<file path="src/design/hrlp_pkg.sv">
// shared types, codes and token tables for the http request line parser
// no dependencies; imported by the parser top level

package hrlp_pkg;

    // longest message in bytes; the message closes when this many bytes are counted
    localparam int MAX_MSG = 1024;

    // byte counter wide enough for MAX_MSG and never narrower than the length field
    localparam int CNT_W = ($clog2(MAX_MSG + 1) > 11) ? $clog2(MAX_MSG + 1) : 11;
    localparam int LEN_W = 11;

    // line phases
    localparam logic [2:0] PH_METHOD = 3'd0;
    localparam logic [2:0] PH_WS1    = 3'd1;
    localparam logic [2:0] PH_PATH   = 3'd2;
    localparam logic [2:0] PH_WS2    = 3'd3;
    localparam logic [2:0] PH_VER    = 3'd4;
    localparam logic [2:0] PH_DONE   = 3'd5;

    // byte classes seen by the line checker
    localparam logic [1:0] K_CHAR  = 2'd0;
    localparam logic [1:0] K_DELIM = 2'd1;
    localparam logic [1:0] K_EOL   = 2'd2;

    // status codes
    localparam logic [1:0] ST_OK       = 2'd0;
    localparam logic [1:0] ST_BAD      = 2'd1;
    localparam logic [1:0] ST_NOTFOUND = 2'd2;

    // token kinds
    localparam logic [1:0] TK_METHOD = 2'd0;
    localparam logic [1:0] TK_PATH   = 2'd1;
    localparam logic [1:0] TK_VER    = 2'd2;

    // terminator progress: none, cr, cr lf, cr lf cr, bare lf
    localparam logic [2:0] TP_NONE   = 3'd0;
    localparam logic [2:0] TP_CR     = 3'd1;
    localparam logic [2:0] TP_CRLF   = 3'd2;
    localparam logic [2:0] TP_CRLFCR = 3'd3;
    localparam logic [2:0] TP_LF     = 3'd4;

    localparam logic [7:0] CH_NUL = 8'h00;
    localparam logic [7:0] CH_TAB = 8'h09;
    localparam logic [7:0] CH_LF  = 8'h0A;
    localparam logic [7:0] CH_CR  = 8'h0D;
    localparam logic [7:0] CH_SP  = 8'h20;

    // token strings, right justified: first char sits at the top of the used bytes
    localparam logic [87:0] TOK_TEXT [0:2][0:1] = '{
        '{88'("GET"), 88'("HEAD")},
        '{88'("/"), 88'("/index.html")},
        '{88'("HTTP/1.0"), 88'("HTTP/1.1")}
    };
    localparam logic [3:0] TOK_LEN [0:2][0:1] = '{
        '{4'd3, 4'd4},
        '{4'd1, 4'd11},
        '{4'd8, 4'd8}
    };

    typedef struct packed {
        logic [2:0] phase;
        logic [3:0] pos;      // match position, saturates at 15
        logic [1:0] mask;     // set bit = candidate ruled out
        logic [1:0] status;
        logic       method;
        logic       version;
    } t_line;

    typedef struct packed {
        logic [1:0]       status;
        logic             method;
        logic             version;
        logic [LEN_W-1:0] len;
    } t_result;

    function automatic t_line token_char(t_line s, logic [1:0] t, logic [7:0] c);
        t_line      r;
        logic [3:0] idx;
        logic [7:0] ch;
        r = s;
        for (int k = 0; k < 2; k++) begin
            if (!s.mask[k]) begin
                if (s.pos >= TOK_LEN[t][k]) begin
                    r.mask[k] = 1'b1;
                end else begin
                    idx = TOK_LEN[t][k] - 4'd1 - s.pos;
                    ch  = TOK_TEXT[t][k][{idx, 3'b000} +: 8];
                    if (ch != c) begin
                        r.mask[k] = 1'b1;
                    end
                end
            end
        end
        if (s.pos != 4'hF) begin
            r.pos = s.pos + 4'd1;
        end
        return r;
    endfunction

    // {hit, index of the matching candidate}
    function automatic logic [1:0] token_match(t_line s, logic [1:0] t);
        logic [1:0] m;
        m = 2'b00;
        if (!s.mask[1] && s.pos == TOK_LEN[t][1]) begin
            m = 2'b11;
        end
        if (!s.mask[0] && s.pos == TOK_LEN[t][0]) begin
            m = 2'b10;
        end
        return m;
    endfunction

    function automatic t_line line_feed(t_line s, logic [1:0] kind, logic [7:0] c);
        t_line      r;
        logic [1:0] m;
        r = s;
        m = 2'b00;
        unique case (s.phase)
            PH_METHOD: begin
                if (kind == K_CHAR) begin
                    r = token_char(s, TK_METHOD, c);
                end else begin
                    m = token_match(s, TK_METHOD);
                    if (m[1]) begin
                        r.method = m[0];
                    end
                    if (m[1] && kind == K_DELIM) begin
                        r.phase = PH_WS1;
                    end else begin
                        r.status = ST_BAD;
                        r.phase  = PH_DONE;
                    end
                end
            end
            PH_WS1, PH_WS2: begin
                if (kind == K_EOL) begin
                    r.status = (s.phase == PH_WS1) ? ST_NOTFOUND : ST_BAD;
                    r.phase  = PH_DONE;
                end else if (kind == K_CHAR) begin
                    r.pos   = 4'd0;
                    r.mask  = 2'b00;
                    r.phase = s.phase + 3'd1;
                    r = token_char(r, (s.phase == PH_WS1) ? TK_PATH : TK_VER, c);
                end
            end
            PH_PATH: begin
                if (kind == K_CHAR) begin
                    r = token_char(s, TK_PATH, c);
                end else begin
                    m = token_match(s, TK_PATH);
                    if (!m[1]) begin
                        r.status = ST_NOTFOUND;
                        r.phase  = PH_DONE;
                    end else if (kind == K_EOL) begin
                        r.status = ST_BAD;
                        r.phase  = PH_DONE;
                    end else begin
                        r.phase = PH_WS2;
                    end
                end
            end
            PH_VER: begin
                if (kind == K_CHAR) begin
                    r = token_char(s, TK_VER, c);
                end else begin
                    m = token_match(s, TK_VER);
                    if (m[1]) begin
                        r.version = m[0];
                        r.status  = ST_OK;
                    end else begin
                        r.status = ST_BAD;
                    end
                    r.phase = PH_DONE;
                end
            end
            default: begin
                r = s;
            end
        endcase
        return r;
    endfunction

endpackage

</file>
<file path="src/design/http_request_line_parser.sv">
// http request line parser top level: byte intake, line checker state, result queue
// depends on hrlp_pkg for codes, token tables and the line checker functions

// The parser takes one request byte per cycle while o_in_stall is low and
// never needs more: every byte is classified and folded into the line
// checker state in the cycle it is transferred, by a few compares against
// the token tables. A message ends at the first CR LF CR LF or LF LF (also
// CR LF LF), or when MAX_MSG bytes have been counted; a zero byte closes
// the text and later bytes are only counted. The result (status, held
// method, held minor version, length) is registered into the result
// register, or into the one skid entry while that register holds a stalled
// result, so input keeps flowing while a result waits; o_in_stall goes high
// only when two results are backed up behind a stalled output. Method and
// version stay held across messages and change only when their token matches.

module http_request_line_parser
    import hrlp_pkg::*;
(
    input  logic             i_clk,
    input  logic             i_rst_n,
    // byte input channel
    input  logic             i_in_valid,
    output logic             o_in_stall,
    input  logic [7:0]       i_data_byte,
    // result channel
    output logic             o_out_valid,
    input  logic             i_out_stall,
    output logic [1:0]       o_status,
    output logic             o_method_code,
    output logic             o_version_minor,
    output logic [LEN_W-1:0] o_message_length
);

    // message state
    t_line            r_line,  n_line;
    logic [2:0]       r_term,  n_term;
    logic [CNT_W-1:0] r_cnt,   n_cnt;
    logic             r_ended, n_ended;

    // result queue: head register and one skid entry
    t_result r_head, n_head;
    t_result r_skid, n_skid;
    logic    r_head_vld, n_head_vld;
    logic    r_skid_vld, n_skid_vld;

    logic             accept;
    logic             take;
    logic             msg_end;
    logic [1:0]       kind;
    logic [CNT_W-1:0] cnt_inc;
    t_line            line_byte;
    t_line            line_fin;
    t_result          result;

    assign o_in_stall = r_skid_vld;
    assign accept     = i_in_valid && !r_skid_vld;
    assign take       = r_head_vld && !i_out_stall;

    // byte class
    always_comb begin
        if (i_data_byte == CH_NUL || i_data_byte == CH_CR || i_data_byte == CH_LF) begin
            kind = K_EOL;
        end else if (i_data_byte == CH_SP || i_data_byte == CH_TAB) begin
            kind = K_DELIM;
        end else begin
            kind = K_CHAR;
        end
    end

    // per-byte update of the line checker and the terminator tracker
    always_comb begin
        cnt_inc   = r_cnt + CNT_W'(1);
        line_byte = r_line;
        n_term    = r_term;
        n_ended   = r_ended;
        msg_end   = 1'b0;
        if (!r_ended) begin
            line_byte = line_feed(r_line, kind, i_data_byte);
            if (i_data_byte == CH_NUL) begin
                n_ended = 1'b1;
            end else if (i_data_byte == CH_LF) begin
                if (r_term == TP_CRLF || r_term == TP_CRLFCR || r_term == TP_LF) begin
                    msg_end = 1'b1;
                end else begin
                    n_term = (r_term == TP_CR) ? TP_CRLF : TP_LF;
                end
            end else if (i_data_byte == CH_CR) begin
                n_term = (r_term == TP_CRLF) ? TP_CRLFCR : TP_CR;
            end else begin
                n_term = TP_NONE;
            end
        end
        if (cnt_inc >= CNT_W'(MAX_MSG)) begin
            msg_end = 1'b1;
        end

        // an unfinished first line is closed as if its line ended here
        if (line_byte.phase != PH_DONE) begin
            line_fin = line_feed(line_byte, K_EOL, CH_NUL);
        end else begin
            line_fin = line_byte;
        end

        result.status  = line_fin.status;
        result.method  = line_fin.method;
        result.version = line_fin.version;
        result.len     = cnt_inc[LEN_W-1:0];

        n_line = line_byte;
        n_cnt  = cnt_inc;
        if (msg_end) begin
            // back to the start of a message, held fields kept
            n_line.phase   = PH_METHOD;
            n_line.pos     = 4'd0;
            n_line.mask    = 2'b00;
            n_line.status  = ST_OK;
            n_line.method  = line_fin.method;
            n_line.version = line_fin.version;
            n_term         = TP_NONE;
            n_cnt          = '0;
            n_ended        = 1'b0;
        end
    end

    // result queue
    always_comb begin
        n_head     = r_head;
        n_skid     = r_skid;
        n_head_vld = r_head_vld;
        n_skid_vld = r_skid_vld;
        if (r_head_vld && !take) begin
            if (accept && msg_end) begin
                n_skid     = result;
                n_skid_vld = 1'b1;
            end
        end else if (r_skid_vld) begin
            n_head     = r_skid;
            n_head_vld = 1'b1;
            n_skid_vld = 1'b0;
        end else if (accept && msg_end) begin
            n_head     = result;
            n_head_vld = 1'b1;
        end else begin
            n_head_vld = 1'b0;
        end
    end

    always_ff @(posedge i_clk) begin
        if (!i_rst_n) begin
            r_line.phase   <= PH_METHOD;
            r_line.pos     <= 4'd0;
            r_line.mask    <= 2'b00;
            r_line.status  <= ST_OK;
            r_line.method  <= 1'b0;
            r_line.version <= 1'b0;
            r_term         <= TP_NONE;
            r_cnt          <= '0;
            r_ended        <= 1'b0;
            r_head_vld     <= 1'b0;
            r_skid_vld     <= 1'b0;
        end else begin
            if (accept) begin
                r_line  <= n_line;
                r_term  <= n_term;
                r_cnt   <= n_cnt;
                r_ended <= n_ended;
            end
            r_head_vld <= n_head_vld;
            r_skid_vld <= n_skid_vld;
        end
    end

    // result payload, no reset needed
    always_ff @(posedge i_clk) begin
        r_head <= n_head;
        r_skid <= n_skid;
    end

    assign o_out_valid      = r_head_vld;
    assign o_status         = r_head.status;
    assign o_method_code    = r_head.method;
    assign o_version_minor  = r_head.version;
    assign o_message_length = r_head.len;

endmodule

</file>
<file path="config.mk">
export PLATFORM = sky130hd
export DESIGN_NAME = http_request_line_parser
export DESIGN_NICKNAME = d
export VERILOG_FILES = /design/src/design/hrlp_pkg.sv /design/src/design/http_request_line_parser.sv
export SDC_FILE = /design/constraint.sdc
export NUM_CORES = 1
export LEC_CHECK = 0
export BUFFER_PORTS_ARGS = -buffer_cell sky130_fd_sc_hd__buf_2
export CAP_MARGIN = 15
export CORE_MARGIN = 2
export CORE_UTILIZATION = 29
export CTS_BUF_LIST = sky130_fd_sc_hd__clkbuf_4
export CTS_CLUSTER_DIAMETER = 100
export DETAILED_ROUTE_END_ITERATION = 8
export GPL_TIMING_DRIVEN = 0
export SLEW_MARGIN = 15
export SYNTH_ARGS = -nofsm -noshare
export SYNTH_HDL_FRONTEND = slang
export SYNTH_SLANG_ARGS = --single-unit
</file>
<file path="constraint.sdc">
create_clock -name i_clk -period 4.55 [get_ports i_clk]
set_input_delay 0.455 -clock i_clk [delete_from_list [all_inputs] [get_ports i_clk]]
set_output_delay 0.455 -clock i_clk [all_outputs]
set_load 0.05 [all_outputs]
</file>
Yosys cells after proc, flatten, opt, wreduce, memory -nomap -nowiden
Index checks and enable logic that the tools add are counted.
- add/subtract/negate cells: 10
- magnitude comparators: 9
- equal/unequal tests: 41
- shift operators: 8
- multiplexer cells: 117
- bitwise operators: 2
- reduce and logical (&&, ||, !) cells: 40
- operator list (operator ; count):
    88-bit by 8-bit variable part select with 8-bit output, first input constant ; 6
    176-bit binary-select mux with 2-bit select ; 1
    176-bit two-way mux ; 2
    88-bit by 8-bit variable part select with 8-bit output ; 2
    2-bit two-way mux ; 41
    8-bit != test ; 8
    13-bit one-hot mux with 4 select lines ; 1
    1-bit two-way mux ; 42
    3-bit two-way mux ; 14
    13-bit two-way mux ; 3
    15-bit two-way mux ; 2
    8-bit by 4-bit == test with 1-bit output, second input constant ; 3
    6-bit two-way mux ; 4
    3-bit by 2-bit == test with 1-bit output, second input constant ; 6
    1-bit logical AND ; 17
    8-bit binary-select mux with 2-bit select ; 1
    4-bit == test, second input constant ; 4
    8-bit two-way mux ; 2
    11-bit by 1-bit adder with 11-bit output, second input constant ; 1
    11-bit greater-or-equal comparator, second input constant ; 1
    11-bit two-way mux ; 1
    3-bit by 1-bit == test with 1-bit output, second input constant ; 3
    3-bit == test, second input constant ; 3
    4-bit by 1-bit == test with 1-bit output, second input constant ; 2
    other kinds (35) ; 57
- register bits after elaboration: 60
- output and inout port bits: 17
- word-level logic and storage cells: 246

Longest topological paths before layout
- word-level depth: 26
- gate-level depth with buffers: 15
- mapped depth without buffers: 12

Least setup slack after synthesis
No wires, ideal clock.
- path type: register to register
- from: register r_line[6] in the netlist's numbering
- to: register r_head, in the netlist o_status[0], data pin
- arrival time: 3.369 ns
- required time: 4.396 ns
- slack: 1.026 ns
- stages on the path, launching flop included: 16
- path buffers: 3
- period minus slack after synthesis: 3.524 ns
- cell sequence: dfxtp_1 ha_1 clkbuf_1 inv_1 ha_1 clkbuf_1 clkbuf_1 o21a_1 a221oi_1 o32ai_1 a2111oi_0 nand4_1 a31oi_4 a2bb2oi_2 o31a_1 a41oi_2
- word-level cells in the longest chain between the ends: 20
- elaborated cells on any way between the ends: 118
- RTL lines (element ; RTL line ; text):
    start: declaration ; http_request_line_parser.sv:35 ; t_line r_line, n_line;
    start signal: assignment ; http_request_line_parser.sv:163 ; r_line <= n_line;
    3-bit by 4-bit subtractor with 4-bit output, or another cell as far along ; hrlp_pkg.sv:87 ; idx = TOK_LEN[t][k] - 4'd1 - s.pos;
    88-bit by 8-bit variable part select with 8-bit output ; hrlp_pkg.sv:88 ; ch = TOK_TEXT[t][k][{idx, 3'b000} +: 8];
    8-bit != test ; hrlp_pkg.sv:89 ; if (ch != c) begin
    1-bit two-way mux ; hrlp_pkg.sv:89 ;
    1-bit two-way mux ; hrlp_pkg.sv:84 ; if (s.pos >= TOK_LEN[t][k]) begin
    1-bit two-way mux ; hrlp_pkg.sv:83 ; if (!s.mask[k]) begin
    6-bit two-way mux (on tied branches) ; hrlp_pkg.sv:164, hrlp_pkg.sv:121, hrlp_pkg.sv:148 ;
    13-bit one-hot mux with 4 select lines ; hrlp_pkg.sv:119 ; unique case (s.phase)
    [4 not listed] ; - ;
    2-bit two-way mux ; hrlp_pkg.sv:108 ; if (!s.mask[0] && s.pos == TOK_LEN[t][0]) begin
    2-bit two-way mux ; hrlp_pkg.sv:119 ;
    2-bit two-way mux ; http_request_line_parser.sv:98 ; if (line_byte.phase != PH_DONE) begin
    1-bit two-way mux or 2-bit two-way mux (tied branches) ; hrlp_pkg.sv:168, hrlp_pkg.sv:152 ;
    2-bit one-hot mux with 4 select lines ; hrlp_pkg.sv:119 ;
    4-bit two-way mux * ; http_request_line_parser.sv:98 ;
    15-bit two-way mux * ; http_request_line_parser.sv:140 ; end else if (accept && msg_end) begin
    15-bit two-way mux * ; http_request_line_parser.sv:136 ; end else if (r_skid_vld) begin
    end signal: assignment ; http_request_line_parser.sv:175 ; r_head <= n_head;
    end: declaration ; http_request_line_parser.sv:41 ; t_result r_head, n_head;
Mark *: on every way between the ends. The rest lies on a longest branch, timed or not. The select of a mux whose other input is x is not followed.
A chain may end at the register's enable or synchronous reset.

Worst setup path after layout
- from: register r_line[7] in the netlist's numbering
- to: register r_head, in the netlist o_method_code, data pin
- word-level cells in the longest chain between the ends: 20
- elaborated cells on any way between the ends: 92
- RTL lines (element ; RTL line ; text):
    3-bit by 4-bit subtractor with 4-bit output, or another cell as far along ; hrlp_pkg.sv:87 ;
    88-bit by 8-bit variable part select with 8-bit output ; hrlp_pkg.sv:88 ;
    8-bit != test ; hrlp_pkg.sv:89 ;
    1-bit two-way mux ; hrlp_pkg.sv:89 ;
    1-bit two-way mux ; hrlp_pkg.sv:84 ;
    1-bit two-way mux ; hrlp_pkg.sv:83 ;
    6-bit two-way mux (on tied branches) ; hrlp_pkg.sv:164, hrlp_pkg.sv:121, hrlp_pkg.sv:148 ;
    13-bit one-hot mux with 4 select lines ; hrlp_pkg.sv:119 ;
    [4 not listed] ; - ;
    2-bit two-way mux ; hrlp_pkg.sv:108 ;
    2-bit two-way mux ; hrlp_pkg.sv:119 ;
    2-bit two-way mux ; http_request_line_parser.sv:98 ;
    1-bit two-way mux ; hrlp_pkg.sv:125 ; if (m[1]) begin
    1-bit two-way mux ; hrlp_pkg.sv:119 ;
    4-bit two-way mux * ; http_request_line_parser.sv:98 ;
    15-bit two-way mux * ; http_request_line_parser.sv:140 ;
    15-bit two-way mux * ; http_request_line_parser.sv:136 ;
Marks and branches as above.

==> summary.md <==
| Metric | Value |
|---|---|
| Mapped cell area | `4620 um^2` |
| I/O pin count | `29` |
| Peak VDD IR | `0.0874 mV` |
| Root Driver | `clkbuf_4` |
| Post-Synthesis Cells | `approximately 530` |
| Design area | `around 5000 um^2` |
| Diodes inserted | `0` |
| Core area | `15700 um^2` |
| Worst-path cell chain | `ha_1 > inv_1 > ha_1 > clkbuf_1 > clkbuf_1 > o21a_1 > a221oi_1 > o32ai_1 > a2111oi_0 > nand4_1 > a31oi_4 > a41oi_1 > o31ai_1` |
| Layout cells sized above 1 | `0.161` |
| Synth Warn # | `0` |
| DP HPWL | `10000 um` |
| Post-Syn Nets | `566` |
| Crit path max-delay cell type | `dfxtp_1` |
| Final routed DRC violation total | `0` |
| IO buf count | `27` |
| Startpoint Class | `flop` |
| Critical path type | `reg -> reg` |
| Detailed Route WL | `13500 um` |
| Min-Delay Path Depth | `3` |
| Gpl congestion | `0.952` |
| Final period util | `0.956` |
| Final-layout fill cell count | `roughly 1700` |
| CTS Buf Count | `9` |
| Seq/Total Area, Yosys | `0.325` |
| Post-synth EDFFs | `30` |
| Non-Filler Instances | `just under 800` |
| Clk_lat worst skew | `400 ps` |
| Global-route wire length before repair | `21900 um` |
| Die Wd | `between 100 and 150 um` |
| Worst-Margin Slew | `roughly 1100 ps` |
| Max-capacitance violation count | `0` |
| Die area | `17000 um^2` |
| Final Slew Violations | `0` |
| Crit-path max FO | `10` |
| Effective utilization at floorplan | `0.294` |
| Max_slew headroom | `0.272` |
| Iter 0 DRT Violations | `between 300 and 400` |
| TritonCTS clock tree | `yes` |
| Clock buffer depth | `2` |
| Most common cell after layout, fill and taps aside | `nand2_1` |
| CP required | `4750 ps` |
| Footprint of the multi-input gates | `about 2900 um^2` |
| Area growth syn-to-layout | `11.5%` |
| Stages on worst setup path | `13` |
| CP max stage delay | `approximately 470 ps` |
| Crit path arrival time | `4550 ps` |
| Fin util | `0.328` |
| Unique masters post-synth | `79` |
| Initial antenna violation count | `0` |
| Nets | `between 600 and 700` |
| DRT Pass-1 Iters | `5` |
| Most frequent cells in the layout | `51 x nand2_1, 41 x buf_2, 37 x nor2_1, 30 x edfxtp_1, 29 x dfxtp_1` |
| FMAX | `230 MHz` |
| Worst Skew | `14.7 ps` |
| Async set-reset flop share out of synthesis | `0` |
| Clk sinks | `60` |
| GRT Util Overall | `0.162` |
| Vias in the first global route | `around 4200` |
| RSZ-0062 raised after global routing | `no` |
| # Post-CTS Setup Buffers | `0` |
| Clk pin slew, worst setup/hold paths | `100 ps` |
| Vias per cell | `5.43` |
| CP endpoint kind | `flop` |
| Final hold violation count | `0` |
| Chip height | `~130 um` |
| Static leakage | `1.89 nW` |
| Syn avg cell area | `8.65 um^2` |
| Largest net degree at the start of global routing | `16` |
| # setup viols final | `0` |
| Status | `finished, final reports clean` |
| CTS H-tree lvls | `3` |
| CP top delay family | `compound AO/OA/AOI/OAI gates` |
| Pre-CTS setup slack | `-1.70 ps` |
| Rows | `46` |
| Cell Count Post-Placement | `778` |
| Primary FF master, synth | `edfxtp_1` |
| Grt ovf | `0` |
| Final hold slack | `377 ps` |
| # hold bufs at CTS | `0` |
| Placed cell areas | `5040 um^2` |
| Final min period | `4350 ps` |
| Post-route setup slack | `approximately 200 ps` |
| Storage cell area | `1500 um^2` |
| Routed via count | `4303` |
| PD cells | `211 nW/um^2` |
| Number of gates resized after CTS | `1` |
| CP bufs+invs | `3` |
| Worst Hold Class | `in -> reg` |
| Yosys reg bits | `60` |
| Antenna Nets Post-Route | `0` |
| Worst Reg-to-Reg Cells | `13` |
| Avg WL per Cell | `17.0 um` |
==> power breakdown <==
part | total, mW | leakage (nW) | switching (mW) | internal, mW
Sequential | 0.577 | 0.525 | 0.00794 | 0.569
Combinational | 0.202 | 1.30 | 0.126 | 0.0758
Clock | 0.310 | 0.0657 | 0.196 | 0.114
Total | 1.09 | 1.89 | 0.330 | 0.758
==> sequential cells by signal (all words and copies together) (netlist names) <==
name              cells
r_line               13
r_cnt                11
r_skid               15
o_in_stall            1
o_method_code         1
o_out_valid           1
o_status              2
r_term                3
r_ended               1
o_version_minor       1
o_message_length     11
==> per-layer routing <==
| layer | track usage | up-vias | wire (um) |
|---|---|---|---|
| li1 | - | 2080 | - |
| met2 | 0.270 | 140 | 6350 |
| met3 | 0.0246 | 21 | 590 |
| met5 | 0 | - | 0 |
| met4 | 0.0436 | 0 | 236 |
| met1 | 0.219 | 2062 | 6340 |
==> tightest hold or removal path, delay by kind of cell <==
kind | cells | cell delay (ps)
simple gates | 2 | 170
buf+inv | 1 | 110
==> per-stage QoR <==
stage	power [mW]	TNS (ps)
6_report	1.09	0
5_1_grt	1.14	0
4_1_cts	1.09	0
3_5_place_dp	0.786	-1.70
3_3_place_gp	0.783	-4.96
2_1_floorplan	0.730	0
==> final cells by class <==
| cell class | count | share of cell area |
|---|---|---|
| plain buffers | 35 | 0.0304 |
| clock buffers | 10 | 0.0146 |
| clock inverters | 6 | 0.00632 |
| inverters | 18 | 0.0131 |
| multi-input cells | 420 | 0.563 |
| flip-flops and latches | 60 | 0.292 |
| well taps | 216 | 0.0525 |
| repair buffers | 28 | 0.0284 |
==> final timing paths <==
kind,from,to,slack (ps)
setup / recovery,r_line[7],o_method_code,200
hold / removal,i_out_stall,o_in_stall,380
setup reg to reg,r_line[7],o_method_code,200
hold reg to reg,r_line[0],r_line[0],490
==> Yosys cell counts, types with 5 or more instances <==
master	count	area, um^2
nor4_1	11	68.8
o21ai_1	6	30.0
a21boi_0	9	67.6
mux2_2	13	146
xnor2_1	16	140
dfxtp_1	30	601
o211ai_1	6	45.0
nand2_1	51	191
nor3b_1	6	45.0
nand3_1	22	110
a211oi_1	7	52.6
a21oi_1	21	105
a22oi_1	9	67.6
nor3_1	16	80.1
inv_1	18	67.6
nor2b_1	17	106
and3_1	10	62.6
and3b_1	6	52.6
xor2_1	7	61.3
o21ai_0	18	90.1
o22ai_1	5	31.3
ha_1	20	250
clkbuf_1	20	75.1
and2_1	5	31.3
buf_2	14	70.1
o31a_1	8	70.1
nor2_1	37	139
edfxtp_1	30	901
nand2b_1	5	31.3
o21a_1	6	45.0
mux2i_1	5	50.1
==> logic make-up (layout without fill, tap and decap cells) <==
family / after synthesis / in the layout / share of synthesized area
AND/OR/NAND/NOR: 215 / 215 / 0.251
adder cells (fa/ha/maj): 20 / 20 / 0.0542
flip-flops: 60 / 60 / 0.325
multiplexers: 18 / 18 / 0.0425
AO/OA/AOI/OAI: 142 / 142 / 0.228
buffers and inverters: 54 / 97 / 0.0493
XOR/XNOR: 25 / 25 / 0.0507
(Power assumes the default switching activity.)
